--- src/hdl/i2p_pkg.sv ---
// Shared types, constants and helper functions for the infix-to-postfix converter.
// Depends on nothing; every other file in hdl/ refers to it by scoped names.
`timescale 1ns / 1ps
`default_nettype none

package i2p_pkg;

	// Operator stack geometry
	localparam int STACK_DEPTH = 16;
	localparam int PTR_W       = $clog2(STACK_DEPTH);
	localparam int CNT_W       = $clog2(STACK_DEPTH + 1);

	// Queue between classifier and sequencer
	localparam int QUEUE_DEPTH = 2;
	localparam int QPTR_W      = $clog2(QUEUE_DEPTH);
	localparam int QCNT_W      = $clog2(QUEUE_DEPTH + 1);

	// Error codes
	localparam logic [2:0] ERR_OK              = 3'd0;
	localparam logic [2:0] ERR_OVERFLOW        = 3'd1;
	localparam logic [2:0] ERR_UNMATCHED_CLOSE = 3'd2;
	localparam logic [2:0] ERR_UNKNOWN         = 3'd3;
	localparam logic [2:0] ERR_UNMATCHED_OPEN  = 3'd4;

	// Characters with a meaning of their own
	localparam logic [7:0] CH_OPEN  = 8'h28;
	localparam logic [7:0] CH_CLOSE = 8'h29;
	localparam logic [7:0] CH_PLUS  = 8'h2B;
	localparam logic [7:0] CH_MINUS = 8'h2D;
	localparam logic [7:0] CH_MUL   = 8'h2A;
	localparam logic [7:0] CH_DIV   = 8'h2F;
	localparam logic [7:0] CH_POW   = 8'h5E;

	typedef enum logic [2:0] {
		CLS_ALNUM,
		CLS_OPEN,
		CLS_CLOSE,
		CLS_OP,
		CLS_UNKNOWN
	} cls_t;

	typedef struct packed {
		logic [7:0] in_char;
		logic       in_last;
	} in_item_t;

	typedef struct packed {
		logic [7:0] out_char;
		logic       out_has_char;
		logic [2:0] error_code;
		logic       run_end;
	} out_item_t;

	// Classified item passed from front to back
	typedef struct packed {
		cls_t       cls;
		logic [7:0] ch;
		logic       last;
	} cls_item_t;

	function automatic logic [1:0] prio(input logic [7:0] c);
		logic [1:0] p;
		p = 2'd0;
		if (c == CH_PLUS || c == CH_MINUS) p = 2'd1;
		if (c == CH_MUL || c == CH_DIV)    p = 2'd2;
		if (c == CH_POW)                   p = 2'd3;
		return p;
	endfunction

	function automatic cls_t classify(input logic [7:0] c);
		cls_t k;
		k = CLS_UNKNOWN;
		if ((c >= 8'h30 && c <= 8'h39) || (c >= 8'h41 && c <= 8'h5A) ||
		    (c >= 8'h61 && c <= 8'h7A))
			k = CLS_ALNUM;
		else if (c == CH_OPEN)
			k = CLS_OPEN;
		else if (c == CH_CLOSE)
			k = CLS_CLOSE;
		else if (prio(c) != 2'd0)
			k = CLS_OP;
		return k;
	endfunction

endpackage

`default_nettype wire

--- src/hdl/i2p_front.sv ---
// Front end: accepts input characters, classifies them and registers the result.
// Depends on i2p_pkg.
`timescale 1ns / 1ps
`default_nettype none

module i2p_front (
	input  wire logic                clk,
	input  wire logic                arst_n,
	input  wire logic                item_valid,
	output logic                     item_ready,
	input  wire i2p_pkg::in_item_t   item,
	output logic                     push_valid,
	input  wire logic                push_ready,
	output i2p_pkg::cls_item_t       push_data
);

	logic               valid_s1;
	i2p_pkg::cls_item_t item_s1;

	assign item_ready = !valid_s1 || push_ready;
	assign push_valid = valid_s1;
	assign push_data  = item_s1;

	always_ff @(posedge clk or negedge arst_n) begin
		if (!arst_n) begin
			valid_s1 <= 1'b0;
		end else if (item_ready) begin
			valid_s1 <= item_valid;
		end
	end

	always_ff @(posedge clk) begin
		if (item_valid && item_ready) begin
			item_s1.cls  <= i2p_pkg::classify(item.in_char);
			item_s1.ch   <= item.in_char;
			item_s1.last <= item.in_last;
		end
	end

endmodule

`default_nettype wire

--- src/hdl/i2p_queue.sv ---
// Short queue of classified items between the front end and the sequencer.
// Depends on i2p_pkg.
`timescale 1ns / 1ps
`default_nettype none

module i2p_queue (
	input  wire logic                clk,
	input  wire logic                arst_n,
	input  wire logic                push_valid,
	output logic                     push_ready,
	input  wire i2p_pkg::cls_item_t  push_data,
	output logic                     pop_valid,
	input  wire logic                pop_ready,
	output i2p_pkg::cls_item_t       pop_data
);

	i2p_pkg::cls_item_t              mem_q [i2p_pkg::QUEUE_DEPTH];
	logic [i2p_pkg::QPTR_W-1:0]      wr_ptr_q;
	logic [i2p_pkg::QPTR_W-1:0]      rd_ptr_q;
	logic [i2p_pkg::QCNT_W-1:0]      cnt_q;
	logic                            do_push;
	logic                            do_pop;

	assign push_ready = cnt_q != i2p_pkg::QCNT_W'(i2p_pkg::QUEUE_DEPTH);
	assign pop_valid  = cnt_q != '0;
	assign pop_data   = mem_q[rd_ptr_q];
	assign do_push    = push_valid && push_ready;
	assign do_pop     = pop_valid && pop_ready;

	always_ff @(posedge clk or negedge arst_n) begin
		if (!arst_n) begin
			wr_ptr_q <= '0;
			rd_ptr_q <= '0;
			cnt_q    <= '0;
		end else begin
			if (do_push) wr_ptr_q <= wr_ptr_q + 1'b1;
			if (do_pop)  rd_ptr_q <= rd_ptr_q + 1'b1;
			if (do_push && !do_pop)
				cnt_q <= cnt_q + 1'b1;
			else if (do_pop && !do_push)
				cnt_q <= cnt_q - 1'b1;
		end
	end

	always_ff @(posedge clk) begin
		if (do_push) mem_q[wr_ptr_q] <= push_data;
	end

endmodule

`default_nettype wire

--- src/hdl/i2p_back.sv ---
// Sequencer: owns the operator stack; at most one result per step goes via pend_q to out_q.
// Depends on i2p_pkg.
`timescale 1ns / 1ps
`default_nettype none

module i2p_back (
	input  wire logic                clk,
	input  wire logic                arst_n,
	input  wire logic                q_valid,
	output logic                     q_ready,
	input  wire i2p_pkg::cls_item_t  q_data,
	output logic                     result_valid,
	input  wire logic                result_ready,
	output i2p_pkg::out_item_t       result
);

	typedef enum logic [2:0] {
		ST_IDLE,
		ST_CLOSE,
		ST_OP,
		ST_FLUSH,
		ST_FIN
	} state_t;

	state_t                          state_q, state_d;
	logic [7:0]                      stack_q [i2p_pkg::STACK_DEPTH];
	logic [i2p_pkg::CNT_W-1:0]       count_q;
	i2p_pkg::out_item_t              pend_q;
	logic                            pend_valid_q;
	i2p_pkg::out_item_t              out_q;
	logic                            out_valid_q;

	logic [i2p_pkg::PTR_W-1:0]       top_idx;
	logic [7:0]                      top;
	logic                            empty;
	logic                            full;
	state_t                          after;
	logic                            produce;
	i2p_pkg::out_item_t              prod;
	logic                            do_pop;
	logic                            do_push;
	logic                            move_out;
	logic                            out_free;
	logic                            adv;

	assign top_idx  = i2p_pkg::PTR_W'(count_q - 1'b1);
	assign top      = stack_q[top_idx];
	assign empty    = count_q == '0;
	assign full     = count_q == i2p_pkg::CNT_W'(i2p_pkg::STACK_DEPTH);
	assign after    = q_data.last ? ST_FLUSH : ST_FIN;
	assign out_free = !out_valid_q || result_ready;

	// A held result leaves for the output register when a newer one arrives or the item ends
	assign move_out = pend_valid_q && (produce || state_q == ST_FIN);
	assign adv      = !move_out || out_free;
	assign q_ready  = (state_q == ST_FIN) && adv;

	assign result_valid = out_valid_q;
	assign result       = out_q;

	always_comb begin
		state_d = state_q;
		produce = 1'b0;
		prod    = '0;
		do_pop  = 1'b0;
		do_push = 1'b0;
		unique case (state_q)
			ST_IDLE: begin
				if (q_valid) begin
					unique case (q_data.cls)
						i2p_pkg::CLS_ALNUM: begin
							produce           = 1'b1;
							prod.out_char     = q_data.ch;
							prod.out_has_char = 1'b1;
							state_d           = after;
						end
						i2p_pkg::CLS_OPEN: begin
							if (full) begin
								produce         = 1'b1;
								prod.error_code = i2p_pkg::ERR_OVERFLOW;
							end else begin
								do_push = 1'b1;
							end
							state_d = after;
						end
						i2p_pkg::CLS_CLOSE: state_d = ST_CLOSE;
						i2p_pkg::CLS_OP:    state_d = ST_OP;
						default: begin
							produce         = 1'b1;
							prod.error_code = i2p_pkg::ERR_UNKNOWN;
							state_d         = after;
						end
					endcase
				end
			end
			ST_CLOSE: begin
				if (empty) begin
					produce         = 1'b1;
					prod.error_code = i2p_pkg::ERR_UNMATCHED_CLOSE;
					state_d         = after;
				end else begin
					do_pop = 1'b1;
					if (top == i2p_pkg::CH_OPEN) begin
						state_d = after;
					end else begin
						produce           = 1'b1;
						prod.out_char     = top;
						prod.out_has_char = 1'b1;
					end
				end
			end
			ST_OP: begin
				if (!empty && i2p_pkg::prio(top) >= i2p_pkg::prio(q_data.ch)) begin
					do_pop            = 1'b1;
					produce           = 1'b1;
					prod.out_char     = top;
					prod.out_has_char = 1'b1;
				end else begin
					if (full) begin
						produce         = 1'b1;
						prod.error_code = i2p_pkg::ERR_OVERFLOW;
					end else begin
						do_push = 1'b1;
					end
					state_d = after;
				end
			end
			ST_FLUSH: begin
				if (empty) begin
					state_d = ST_FIN;
				end else begin
					do_pop  = 1'b1;
					produce = 1'b1;
					if (top == i2p_pkg::CH_OPEN) begin
						prod.error_code = i2p_pkg::ERR_UNMATCHED_OPEN;
					end else begin
						prod.out_char     = top;
						prod.out_has_char = 1'b1;
					end
				end
			end
			ST_FIN:  state_d = ST_IDLE;
			default: state_d = ST_IDLE;
		endcase
	end

	always_ff @(posedge clk or negedge arst_n) begin
		if (!arst_n) begin
			state_q      <= ST_IDLE;
			count_q      <= '0;
			pend_q       <= '0;
			pend_valid_q <= 1'b0;
			out_q        <= '0;
			out_valid_q  <= 1'b0;
		end else begin
			if (adv && move_out) begin
				out_valid_q <= 1'b1;
				out_q       <= '{
					out_char:     pend_q.out_char,
					out_has_char: pend_q.out_has_char,
					error_code:   pend_q.error_code,
					run_end:      state_q == ST_FIN
				};
			end else if (out_valid_q && result_ready) begin
				out_valid_q <= 1'b0;
			end
			if (adv) begin
				state_q <= state_d;
				if (produce) begin
					pend_q       <= prod;
					pend_valid_q <= 1'b1;
				end else if (state_q == ST_FIN) begin
					pend_valid_q <= 1'b0;
				end
				if (do_push)
					count_q <= count_q + 1'b1;
				else if (do_pop)
					count_q <= count_q - 1'b1;
			end
		end
	end

	always_ff @(posedge clk) begin
		if (adv && do_push) stack_q[count_q[i2p_pkg::PTR_W-1:0]] <= q_data.ch;
	end

endmodule

`default_nettype wire

--- src/hdl/infix_to_postfix.sv ---
// Top level of the infix-to-postfix converter: front end, queue and sequencer.
// Depends on i2p_pkg, i2p_front, i2p_queue and i2p_back.
//
// Usage:
//   item channel (item_valid/item_ready/item) takes one character a transfer,
//   with in_last marking the final character of an expression.
//   result channel (result_valid/result_ready/result) gives zero or more results
//   per character, the last of them marked by run_end.
// Path: a letter or digit passes through the front-end register, a queue entry and the
//   sequencer's holding register before it reaches the output register.
// Sequencing: the sequencer dispatches each character, then pops, pushes or emits
//   results one at a time, then closes out the character; for ')' it pops until a '('
//   is found, for an operator it pops while the top ranks at least as high and then
//   pushes, and the last character also flushes every entry left on the stack. A
//   two-entry queue lets the front end keep taking characters while the sequencer
//   works.
// Reset: arst_n clears the stack count, queue and all valid flags at once; the
//   stack contents are not cleared and no clearing pass is needed.
// Stall: when result_ready is low the output register holds, the sequencer holds
//   one more result internally and stops, then the queue fills and item_ready drops.
`timescale 1ns / 1ps
`default_nettype none

module infix_to_postfix (
	input  wire logic                clk,
	input  wire logic                arst_n,
	input  wire logic                item_valid,
	output logic                     item_ready,
	input  wire i2p_pkg::in_item_t   item,
	output logic                     result_valid,
	input  wire logic                result_ready,
	output i2p_pkg::out_item_t       result
);

	logic               push_valid;
	logic               push_ready;
	i2p_pkg::cls_item_t push_data;
	logic               q_valid;
	logic               q_ready;
	i2p_pkg::cls_item_t q_data;

	i2p_front u_front (
		.clk        (clk),
		.arst_n     (arst_n),
		.item_valid (item_valid),
		.item_ready (item_ready),
		.item       (item),
		.push_valid (push_valid),
		.push_ready (push_ready),
		.push_data  (push_data)
	);

	i2p_queue u_queue (
		.clk        (clk),
		.arst_n     (arst_n),
		.push_valid (push_valid),
		.push_ready (push_ready),
		.push_data  (push_data),
		.pop_valid  (q_valid),
		.pop_ready  (q_ready),
		.pop_data   (q_data)
	);

	i2p_back u_back (
		.clk          (clk),
		.arst_n       (arst_n),
		.q_valid      (q_valid),
		.q_ready      (q_ready),
		.q_data       (q_data),
		.result_valid (result_valid),
		.result_ready (result_ready),
		.result       (result)
	);

endmodule

`default_nettype wire

--- config.mk ---
export PLATFORM = sky130hd
export DESIGN_NAME = infix_to_postfix
export DESIGN_NICKNAME = d
export VERILOG_FILES = /design/src/hdl/i2p_pkg.sv /design/src/hdl/i2p_front.sv /design/src/hdl/i2p_queue.sv /design/src/hdl/i2p_back.sv /design/src/hdl/infix_to_postfix.sv
export SDC_FILE = /design/constraint.sdc
export NUM_CORES = 1
export LEC_CHECK = 0
export ABC_CLOCK_PERIOD_IN_PS = 7100
export BUFFER_PORTS_ARGS = -buffer_cell sky130_fd_sc_hd__buf_2
export CAP_MARGIN = 0
export CORE_ASPECT_RATIO = 0.75
export CORE_MARGIN = 5
export CORE_UTILIZATION = 50
export DETAILED_ROUTE_END_ITERATION = 12
export GPL_TIMING_DRIVEN = 0
export HOLD_SLACK_MARGIN = 0.02
export PLACE_DENSITY = 0.66
export SLEW_MARGIN = 10
export SYNTH_ARGS = -nofsm -noshare
export SYNTH_HDL_FRONTEND = slang
export SYNTH_HIERARCHICAL = 1
export SYNTH_SLANG_ARGS = --single-unit
--- constraint.sdc ---
create_clock -name clk -period 7.1 [get_ports clk]
set_input_delay 1.065 -clock clk [delete_from_list [all_inputs] [get_ports clk]]
set_output_delay 1.065 -clock clk [all_outputs]
set_load 0.02 [all_outputs]
==> results of run 1 <==
## flip-flops by register name, indices dropped and copies added (netlist names)
register,flops
u_back/result_valid,1
u_back/stack_q,128
u_queue/rd_ptr_q,1
u_back/state_q,3
u_back/pend_valid_q,1
u_front/push_valid,1
u_queue/cnt_q,2
u_front/push_data,12
u_queue/mem_q,24
u_queue/wr_ptr_q,1
u_back/result,13
u_back/count_q,5
u_back/pend_q,12
## through the flow
stage	power [W]	instance area (sq um)
3_5_place_dp	0.00375	9360
5_1_grt	0.00505	10000
3_3_place_gp	0.00369	9360
2_1_floorplan	0.00318	8920
6_report	0.00478	10000
4_1_cts	0.00476	9980
## layer usage
layer  global-route usage, %  up-vias
li1                        -     2276
met1                    28.4     2566
met2                    27.1      207
met3                    4.15       29
met4                    3.01        0
met5                       0        -
## synthesized netlist by cell type (all sizes together), types with 4 or more instances
cell    number
clkbuf       9
buf         12
ha           8
o21ai       14
mux2i       24
dfrtp       40
nand2b       9
mux2        45
a22o         5
nor3         7
xnor2       10
inv         12
edfxtp     164
xor2         7
mux4        26
nor3b        7
nand3       11
nand2       32
o22ai        4
a21oi       20
nor2        38
## cell type report
class | instances | area [sq um]
inverter | 12 | 45.0
sequential | 204 | 5930
fill | 1370 | 7590
multi-input combinational | 324 | 2840
tap | 242 | 303
timing repair buffer | 31 | 165
clock buffer | 31 | 563
clock inverter | 5 | 50.0
buffer | 20 | 120
## final timing paths
kind | cells past startpoint | from | end
max reg2reg | 22 | u_back/count_q[0] | u_back/result[9]
min reg2reg | 0 | u_front/push_data[5] | u_queue/mem_q[1][5]
min | 0 | u_front/push_data[5] | u_queue/mem_q[1][5]
min in group asynchronous | 1 | arst_n | u_back/pend_q[3]
max | 22 | u_back/count_q[0] | u_back/result[9]
max in group asynchronous | 1 | arst_n | u_back/count_q[4]
## cells by family (layout without fill, tap and decap cells)
family | after synthesis | in the layout | share of synthesized area [%]
flops | 204 | 204 | 66.5
xor+xnor | 17 | 17 | 1.75
fa+ha+maj | 8 | 8 | 1.12
simple gates | 129 | 129 | 7.73
compound gates | 75 | 75 | 5.68
mux | 95 | 95 | 15.4
buf+inv | 33 | 99 | 1.89
## power breakdown
part           internal, W  switching [W]
combinational     0.000885        0.00124
clock             0.000583       0.000412
sequential         0.00158      0.0000816
## timing repair
item,in CTS,in global routing
setup endpoints to repair,18,155
endpoints found under the hold margin,0,0
gates resized for setup,3,2
hold buffers,0,0
pin swaps,0,1
setup buffers,0,4
==> flow_metrics.tcl, run 1 <==
set metrics [dict create \
    fmax_mhz 153 \
    clockBufferDepth 3 \
    hold_slack_ns 0.447 \
    fin_cells 869 \
    syn_to_final_growth_pct 12.3 \
    core_area_sq_um 17600 \
    max-vdd-ir-drop_uv 232 \
    wl_per_cell_um 21.2 \
    route.met3.wl_um 1430 \
    synth_nets 582 \
    p_leak_nw 3.59 \
    wl_met2_um 8260 \
    cts.sinks 204 \
    power_density_nw_per_um2 478 \
    critPathArrivalTime_ns 6.91 \
    crit_path_end_kind "flip-flop" \
    setup_slack_ns 0.562 \
    place.gp.congestion 0.900 \
    grt_max_degree 41 \
    layout_commonest_cell "edfxtp_1" \
    wl_um 18400 \
    clkLatencyLatePin_ns 0.49 \
    syn_inst 561 \
    status "complete, no violations" \
    setup-violations-final 0 \
    cp_cell_sequence "buf_6, buf_2, buf_2, inv_1, ha_2, buf_2, inv_2, mux4_2, a21oi_1, nand3_1, nor3b_1, a21oi_1, ha_1, nand2b_1, a21oi_1, o22ai_1, a311oi_1, nand3_2, and4b_1, buf_6, buf_6, mux2_4" \
    yosysWarnings 6 \
    place_inst 830 \
    maxCapViolCount 0 \
    dieArea_sq_um 20600 \
    drive_gt1_share_pct 22.6 \
    finalClockSkew_ns 0.0101 \
    relSlewSlack_pct 27.5 \
    yosysTopAreaCell "edfxtp_1" \
    die_h_um 126 \
    place_ws_ns 0.00175 \
    rsz0062_at_grt "no" \
    clk_pin_slew_ns 0.06 \
    htree_levels 1 \
    initial_utilization_pct 50.7 \
    place_hpwl_um 12400 \
    final_cell_mix "edfxtp_1 (164), dfrtp_1 (40), nor2_1 (35)" \
    cpPeakStageDelay_ns 0.55 \
    dominantRegCellSynth "edfxtp_1" \
    portBuffers 27 \
    slew_violations 0 \
    drtPass1Iterations 5 \
    synth_enable_flop_cells 164 \
    syn-cell-area_sq_um 8920 \
    hold_class "flip-flop to flip-flop" \
    grt_pass1_vias 5110 \
    ant_nets 0 \
    synth_top_area_share_pct 55.2 \
    die_w_um 164 \
    cts_buffers 21 \
    ys_async_sr_fraction_pct 19.6 \
    synth_area_leaders "edfxtp_1 (55%), dfrtp_1 (11%), mux4_2 (6.6%)" \
    vias_per_cell 5.84 \
    grt_pass1_wl_um 29100 \
    dr.first_iter.drc_count 597 \
    worstSetupStartpointType "flip-flop" \
    grt.total_usage_pct 18.3 \
    period_needed_ns 6.54 \
    top_layer "met4" \
    required_ns 7.47 \
    tns_ns 0 \
    fin_crit_sh_pct 92.1 \
    final_util_pct 56.9 \
    cp_top_family "buffers and inverters" \
    antenna_found_initial 0 \
    num_vias 5078 \
    cts_root_buf "clkbuf_16" \
    synth-seq-area-share_pct 66.5 \
    avgSynthCellArea_sq_um 15.9 \
    cp_num_buf_inv 8 \
    grt_overflow 0 \
    wl_met1_um 8470 \
    num_io_pins 28 \
    crit_fanout 11 \
    remaining_drc_errors 0 \
    tritoncts "yes" \
    fp-row-count 42 \
    nNetsFinal 635 \
    ys_ff_latch 204 \
    timing_worst_setup_path_type "flip-flop to flip-flop" \
    synth.distinct_cells 71 \
    hold_viol_final 0 \
    diodes 0 \
    reg2reg_slack_ns 0.56 \
    worst_pin_slew_ns 1.09 \
    cp_slowest_cell "a311oi_1" \
]
No activity file was read; power rests on OpenSTA's default activity.
==> run 2: changes to the inputs <==
--- a/config.mk
+++ b/config.mk
@@ -6,15 +6,15 @@
 export NUM_CORES = 1
 export LEC_CHECK = 0
 export ABC_CLOCK_PERIOD_IN_PS = 7100
-export BUFFER_PORTS_ARGS = -buffer_cell sky130_fd_sc_hd__buf_2
+export BUFFER_PORTS_ARGS = -buffer_cell sky130_fd_sc_hd__buf_4
 export CAP_MARGIN = 0
 export CORE_ASPECT_RATIO = 0.75
-export CORE_MARGIN = 5
 export CORE_UTILIZATION = 50
 export DETAILED_ROUTE_END_ITERATION = 12
 export GPL_TIMING_DRIVEN = 0
 export HOLD_SLACK_MARGIN = 0.02
 export PLACE_DENSITY = 0.66
+export SKIP_LAST_GASP = 1
 export SLEW_MARGIN = 10
 export SYNTH_ARGS = -nofsm -noshare
 export SYNTH_HDL_FRONTEND = slang
==> run 2 against run 1 <==
Effect of this change:
- utilization is 2.0 points higher
- design area is 0.67% higher
- count of clock-buffer cells in the layout is 5 lower
- hold slack worse by 0.0060 ns
==> flow_metrics.tcl, run 2 (synthesis results as in run 1) <==
set metrics [dict create \
    rr_endpoint "u_back/result[12]" \
    clk_pin_slew_ns 0.07 \
    grt_max_degree 41 \
    fmax_mhz 151 \
    grt_overflow 0 \
    die_w_um 156 \
    layout_commonest_cell "edfxtp_1" \
    cp_cell_sequence "buf_6, buf_2, buf_2, inv_1, ha_1, xor2_4, mux4_2, a21oi_1, nand3_1, nor3b_1, a21oi_1, ha_1, nand2b_1, a21oi_1, o22ai_1, a311oi_1, nand3_2, and4b_1, buf_6, buf_6, mux2_4" \
    clkLatencyLatePin_ns 0.49 \
    crit_fanout 10 \
    relSlewSlack_pct 30.0 \
    die_h_um 118 \
    hold_viol_final 0 \
    hold_slack_ns 0.441 \
    hp-start "u_front/push_data[7]" \
    tritoncts "yes" \
    diodes 0 \
    hold_class "flip-flop to flip-flop" \
    holdPathEnd "u_queue/mem_q[0][7]" \
    fp-row-count 41 \
    largest_register_ffs 128 \
    holdBufCountCts 0 \
    status "complete, no violations" \
    syn_to_final_growth_pct 13.0 \
    initial_utilization_pct 52.0 \
    portBuffers 27 \
    worst_pin_slew_ns 1.05 \
    grt_pass1_wl_um 28700 \
    max-vdd-ir-drop_uv 216 \
    r2r_start "u_back/count_q[0]" \
    power_density_nw_per_um2 478 \
    dr.first_iter.drc_count 403 \
    p_leak_nw 3.61 \
    core_area_sq_um 17100 \
    num_io_pins 28 \
    clockBufferDepth 3 \
    reg2reg_slack_ns 0.48 \
    worstSetupStartpointType "flip-flop" \
    rsz0062_at_grt "no" \
    cts_root_buf "clkbuf_16" \
    finalClockSkew_ns 0.0132 \
    cts_buffers 20 \
    nFillCells 1315 \
    crit_path_end_kind "flip-flop" \
    vias_per_cell 5.88 \
    cts.sinks 204 \
    place_ws_ns -0.0288 \
    grt.total_usage_pct 20.9 \
    slew_violations 0 \
    cts_setup_buffers 0 \
    grt_pass1_vias 5039 \
    reg2reg_depth 21 \
    cpPeakStageDelay_ns 0.64 \
    wl_per_cell_um 21.2 \
    htree_levels 1 \
    critPathArrivalTime_ns 6.99 \
    wl_um 18200 \
    drive_gt1_share_pct 23.2 \
    place_hpwl_um 12100 \
    setup-violations-final 0 \
    final_cell_mix "edfxtp_1 (164), dfrtp_1 (40), nor2_1 (36)" \
    cp_slowest_cell "mux4_2" \
    ant_nets 0 \
    num_vias 5041 \
    timing_worst_setup_path_type "flip-flop to flip-flop" \
    hold_depth 0 \
    nNetsFinal 630 \
    antenna_found_initial 0 \
    remaining_drc_errors 0 \
    required_ns 7.47 \
    maxCapViolCount 0 \
    place.gp.congestion 0.892 \
    drtPass1Iterations 5 \
    dieArea_sq_um 18400 \
    period_needed_ns 6.62 \
    fin_crit_sh_pct 93.2 \
    setup_slack_ns 0.484 \
]
[run 2: stage by stage]
| step | instances | TNS [ns] | total power, W | utilization [%] | cell area, sq um |
|---|---|---|---|---|---|
| finish | 858 | 0 | 0.00482 | 58.8 | 10100 |
| global route | 858 | 0 | 0.00508 | 58.8 | 10100 |
| global placement | 824 | 0 | 0.00370 | 55.0 | 9420 |
| floorplan | 561 | 0 | 0.00318 | - | 8920 |
| CTS | 859 | 0 | 0.00482 | 58.8 | 10100 |
| detailed placement | 824 | -0.423 | 0.00377 | 55.0 | 9420 |
[run 2: worst max-delay path by stage]
stage	from	end	slack, ns	cells past startpoint
after global placement	u_back/count_q[0]	u_back/result[3]	0.16	23
after CTS	u_back/count_q[0]	u_back/result[12]	0.04	23
after detailed placement	u_back/count_q[0]	u_back/stack_q[5][1]	-0.03	20
final	u_back/count_q[0]	u_back/result[12]	0.48	21
after global routing	u_back/count_q[0]	u_back/result[12]	0.01	22
after floorplan	u_back/count_q[0]	u_back/result[0]	1.52	21
[run 2: final cells by class]
cell class / instances / area [sq um] / share of cell area, %
Clock inverter: 9 / 95.1 / 0.943
Buffer: 20 / 120 / 1.19
Sequential cell: 204 / 5930 / 58.8
Tap cell: 236 / 295 / 2.93
Multi-Input combinational cell: 324 / 2840 / 28.2
Inverter: 12 / 45.0 / 0.447
Clock buffer: 26 / 558 / 5.54
Timing Repair Buffer: 27 / 203 / 2.01
[run 2: critical path, delay by kind of cell, from the launching register on]
kind	cells	cell delay, ns
AO/OA/AOI/OAI	5	1.37
XOR/XNOR	1	0.53
adder cells (fa/ha/maj)	2	0.63
buffers and inverters	6	1.47
flip-flops	1	0.45
multiplexers	2	0.94
AND/OR/NAND/NOR	5	1.09
[run 2: report_power, final]
group	switching, W	internal (W)
Clock	0.000422	0.000626
Sequential	0.0000824	0.00158
Combinational	0.00124	0.000873
Total	0.00174	0.00308
[run 2: what timing repair did]
item / CTS / global route
resized for setup: 1 / 3
pin swaps: 0 / 0
endpoints found under the setup margin: 8 / 144
[run 2: metal layers]
| metal | wire length, um | share of wire (%) | global-route usage [%] | up-vias |
|---|---|---|---|---|
| met1 | 8320 | 46 | 31.6 | 2518 |
| met3 | 1270 | 7.0 | 3.28 | 33 |
| met5 | 0 | 0 | 0 | - |
| li1 | - | - | - | 2267 |
| met4 | 431 | 2.4 | 5.58 | 0 |
| met2 | 8160 | 45 | 31.6 | 223 |
==> run 3: changes to the inputs <==
--- a/config.mk
+++ b/config.mk
@@ -13,7 +13,7 @@
 export DETAILED_ROUTE_END_ITERATION = 12
 export GPL_TIMING_DRIVEN = 0
 export HOLD_SLACK_MARGIN = 0.02
-export PLACE_DENSITY = 0.66
+export PLACE_DENSITY = 0.63
 export SKIP_LAST_GASP = 1
 export SLEW_MARGIN = 10
 export SYNTH_ARGS = -nofsm -noshare
==> run 3 against run 2 <==
Effect of this change:
- die area unchanged
- combinational power barely moved
- sequential share of layout area grew 0.17 points
- routed wire length fell by 1.7%
- sequential cell count stayed put
- clock skew decreased by 0.0024 ns
- fmax is 0.95% higher
- power shrank 1.4%
- count of clock-buffer cells in the layout rose by 1
- non-clock buffer count unchanged
- design area down 0.29%
==> flow_metrics.tcl, run 3 (synthesis results as in run 1) <==
set metrics [dict create \
    status "complete, no violations" \
    place.gp.congestion 0.900 \
    hold_depth 0 \
    crit_path_end_kind "flip-flop" \
    p_switching_w 0.00172 \
    finalClockSkew_ns 0.0109 \
    antenna_found_initial 0 \
    hp-start "u_front/push_data[9]" \
    reg2reg_depth 22 \
    grt_max_degree 41 \
    cts_root_buf "clkbuf_16" \
    initial_utilization_pct 52.0 \
    place_ws_ns 0.0702 \
    fin_area_sq_um 10100 \
    r2r_start "u_back/count_q[0]" \
    num_io_pins 28 \
    seqPwrFrac_pct 34.9 \
    p_leak_nw 3.60 \
    portBuffers 27 \
    drtPass1Iterations 5 \
    nNetsFinal 630 \
    setup-violations-final 0 \
    dr.first_iter.drc_count 431 \
    combPwrFrac_pct 44.1 \
    critPathArrivalTime_ns 6.93 \
    hold_viol_final 0 \
    grt_pass1_wl_um 27500 \
    clkLatencyLatePin_ns 0.49 \
    die_w_um 156 \
    setup_slack_ns 0.546 \
    max-vdd-ir-drop_uv 195 \
    maxCapViolCount 0 \
    wl_um 17900 \
    layout_commonest_cell "edfxtp_1" \
    fp-row-count 41 \
    timing_worst_setup_path_type "flip-flop to flip-flop" \
    place_hpwl_um 12000 \
    power_frac_clock_pct 21.0 \
    syn_to_final_growth_pct 12.7 \
    crit_fanout 10 \
    relSlewSlack_pct 25.7 \
    grt.total_usage_pct 20.0 \
    holdBufCountCts 0 \
    place_area_sq_um 9420 \
    clockBufferDepth 3 \
    remaining_drc_errors 0 \
    worstSetupStartpointType "flip-flop" \
    diodes 0 \
    internal-power_w 0.00303 \
    final_cell_mix "edfxtp_1 (164), dfrtp_1 (40), nor2_1 (37)" \
    die_h_um 118 \
    num_vias 4950 \
    dieArea_sq_um 18400 \
    core_area_sq_um 17100 \
    largest_register_ffs 128 \
    cts.sinks 204 \
    vias_per_cell 5.77 \
    ant_nets 0 \
    fmax_mhz 153 \
    power_density_nw_per_um2 473 \
    slew_violations 0 \
    required_ns 7.47 \
    crit_path_start "u_back/count_q[0]" \
    holdPathEnd "u_queue/mem_q[0][9]" \
    wl_per_cell_um 20.8 \
    tritoncts "yes" \
    period_needed_ns 6.55 \
    fin_crit_sh_pct 92.3 \
    htree_levels 1 \
    clk_pin_slew_ns 0.06 \
    cts_buffers 20 \
    switching_share_pct 36.3 \
    finalPower_w 0.00475 \
    grt_pass1_vias 4889 \
    rr_endpoint "u_back/result[8]" \
    reg2reg_slack_ns 0.55 \
    drive_gt1_share_pct 23.2 \
    worst_pin_slew_ns 1.11 \
    grt_overflow 0 \
    tns_ns 0 \
    rsz0062_at_grt "no" \
    hold_class "flip-flop to flip-flop" \
]
run 3: per-stage QoR:
stage	util, %	hold slack [ns]	cells
after global routing	58.7	0.451	858
after floorplan	-	0.421	561
after global placement	55.0	0.426	824
final	58.7	0.443	858
after CTS	58.6	0.443	859
after detailed placement	55.0	0.430	824
run 3: power by group through the flow:
stage,Clock [W],Combinational [W],Sequential (W)
2_1_floorplan,0,0.00150,0.00169
3_3_place_gp,0,0.00203,0.00167
3_5_place_dp,0,0.00207,0.00168
4_1_cts,0.00102,0.00208,0.00166
5_1_grt,0.00107,0.00227,0.00168
6_report,0.000996,0.00210,0.00166
run 3: worst max-delay path: stages (launching register included):
cell	delay, ns
dfrtp_1	0.45
buf_6	0.21
buf_2	0.35
buf_2	0.41
inv_1	0.17
ha_1	0.34
xor2_4	0.53
buf_4	0.30
mux4_2	0.33
o21ai_0	0.17
a22o_1	0.33
nor3b_1	0.30
a21oi_1	0.10
ha_1	0.30
nand2b_1	0.16
a21oi_1	0.20
o22ai_1	0.12
a311oi_1	0.54
nand3_2	0.25
and4b_1	0.29
buf_6	0.13
buf_6	0.15
mux2_4	0.30
run 3: how the worst max path moves through the flow:
stage | slack [ns] | end
finish | 0.55 | u_back/result[8]
global route | 0.05 | u_back/result[6]
CTS | 0.05 | u_back/result[9]
detailed placement | 0.07 | u_back/result[11]
global placement | 0.19 | u_back/result[3]
floorplan | 1.52 | u_back/result[0]
run 3: what timing repair did:
| item | 4_1_cts | 5_1_grt |
|---|---|---|
| setup buffers | 0 | 0 |
| gates resized for setup | 0 | 3 |
| setup endpoints to repair | 0 | 144 |
| hold endpoints to repair | 0 | 0 |
run 3: area by class of cell:
type | count | area, sq um
fillers | 1337 | 7080
clock inverters | 8 | 40.0
inverters | 12 | 45.0
flip-flops and latches | 204 | 5930
well taps | 236 | 295
clock buffers | 27 | 587
plain buffers | 20 | 120
repair buffers | 27 | 203
multi-input cells | 324 | 2840
run 3: layer usage:
layer / global-route usage, % / part of all wire, % / vias to the layer above
met1: 30.3 / 47 / 2517
met3: 3.09 / 5.3 / 22
li1: - / - / 2267
met2: 30.6 / 46 / 144
met5: 0 / 0 / -
met4: 4.41 / 1.5 / 0
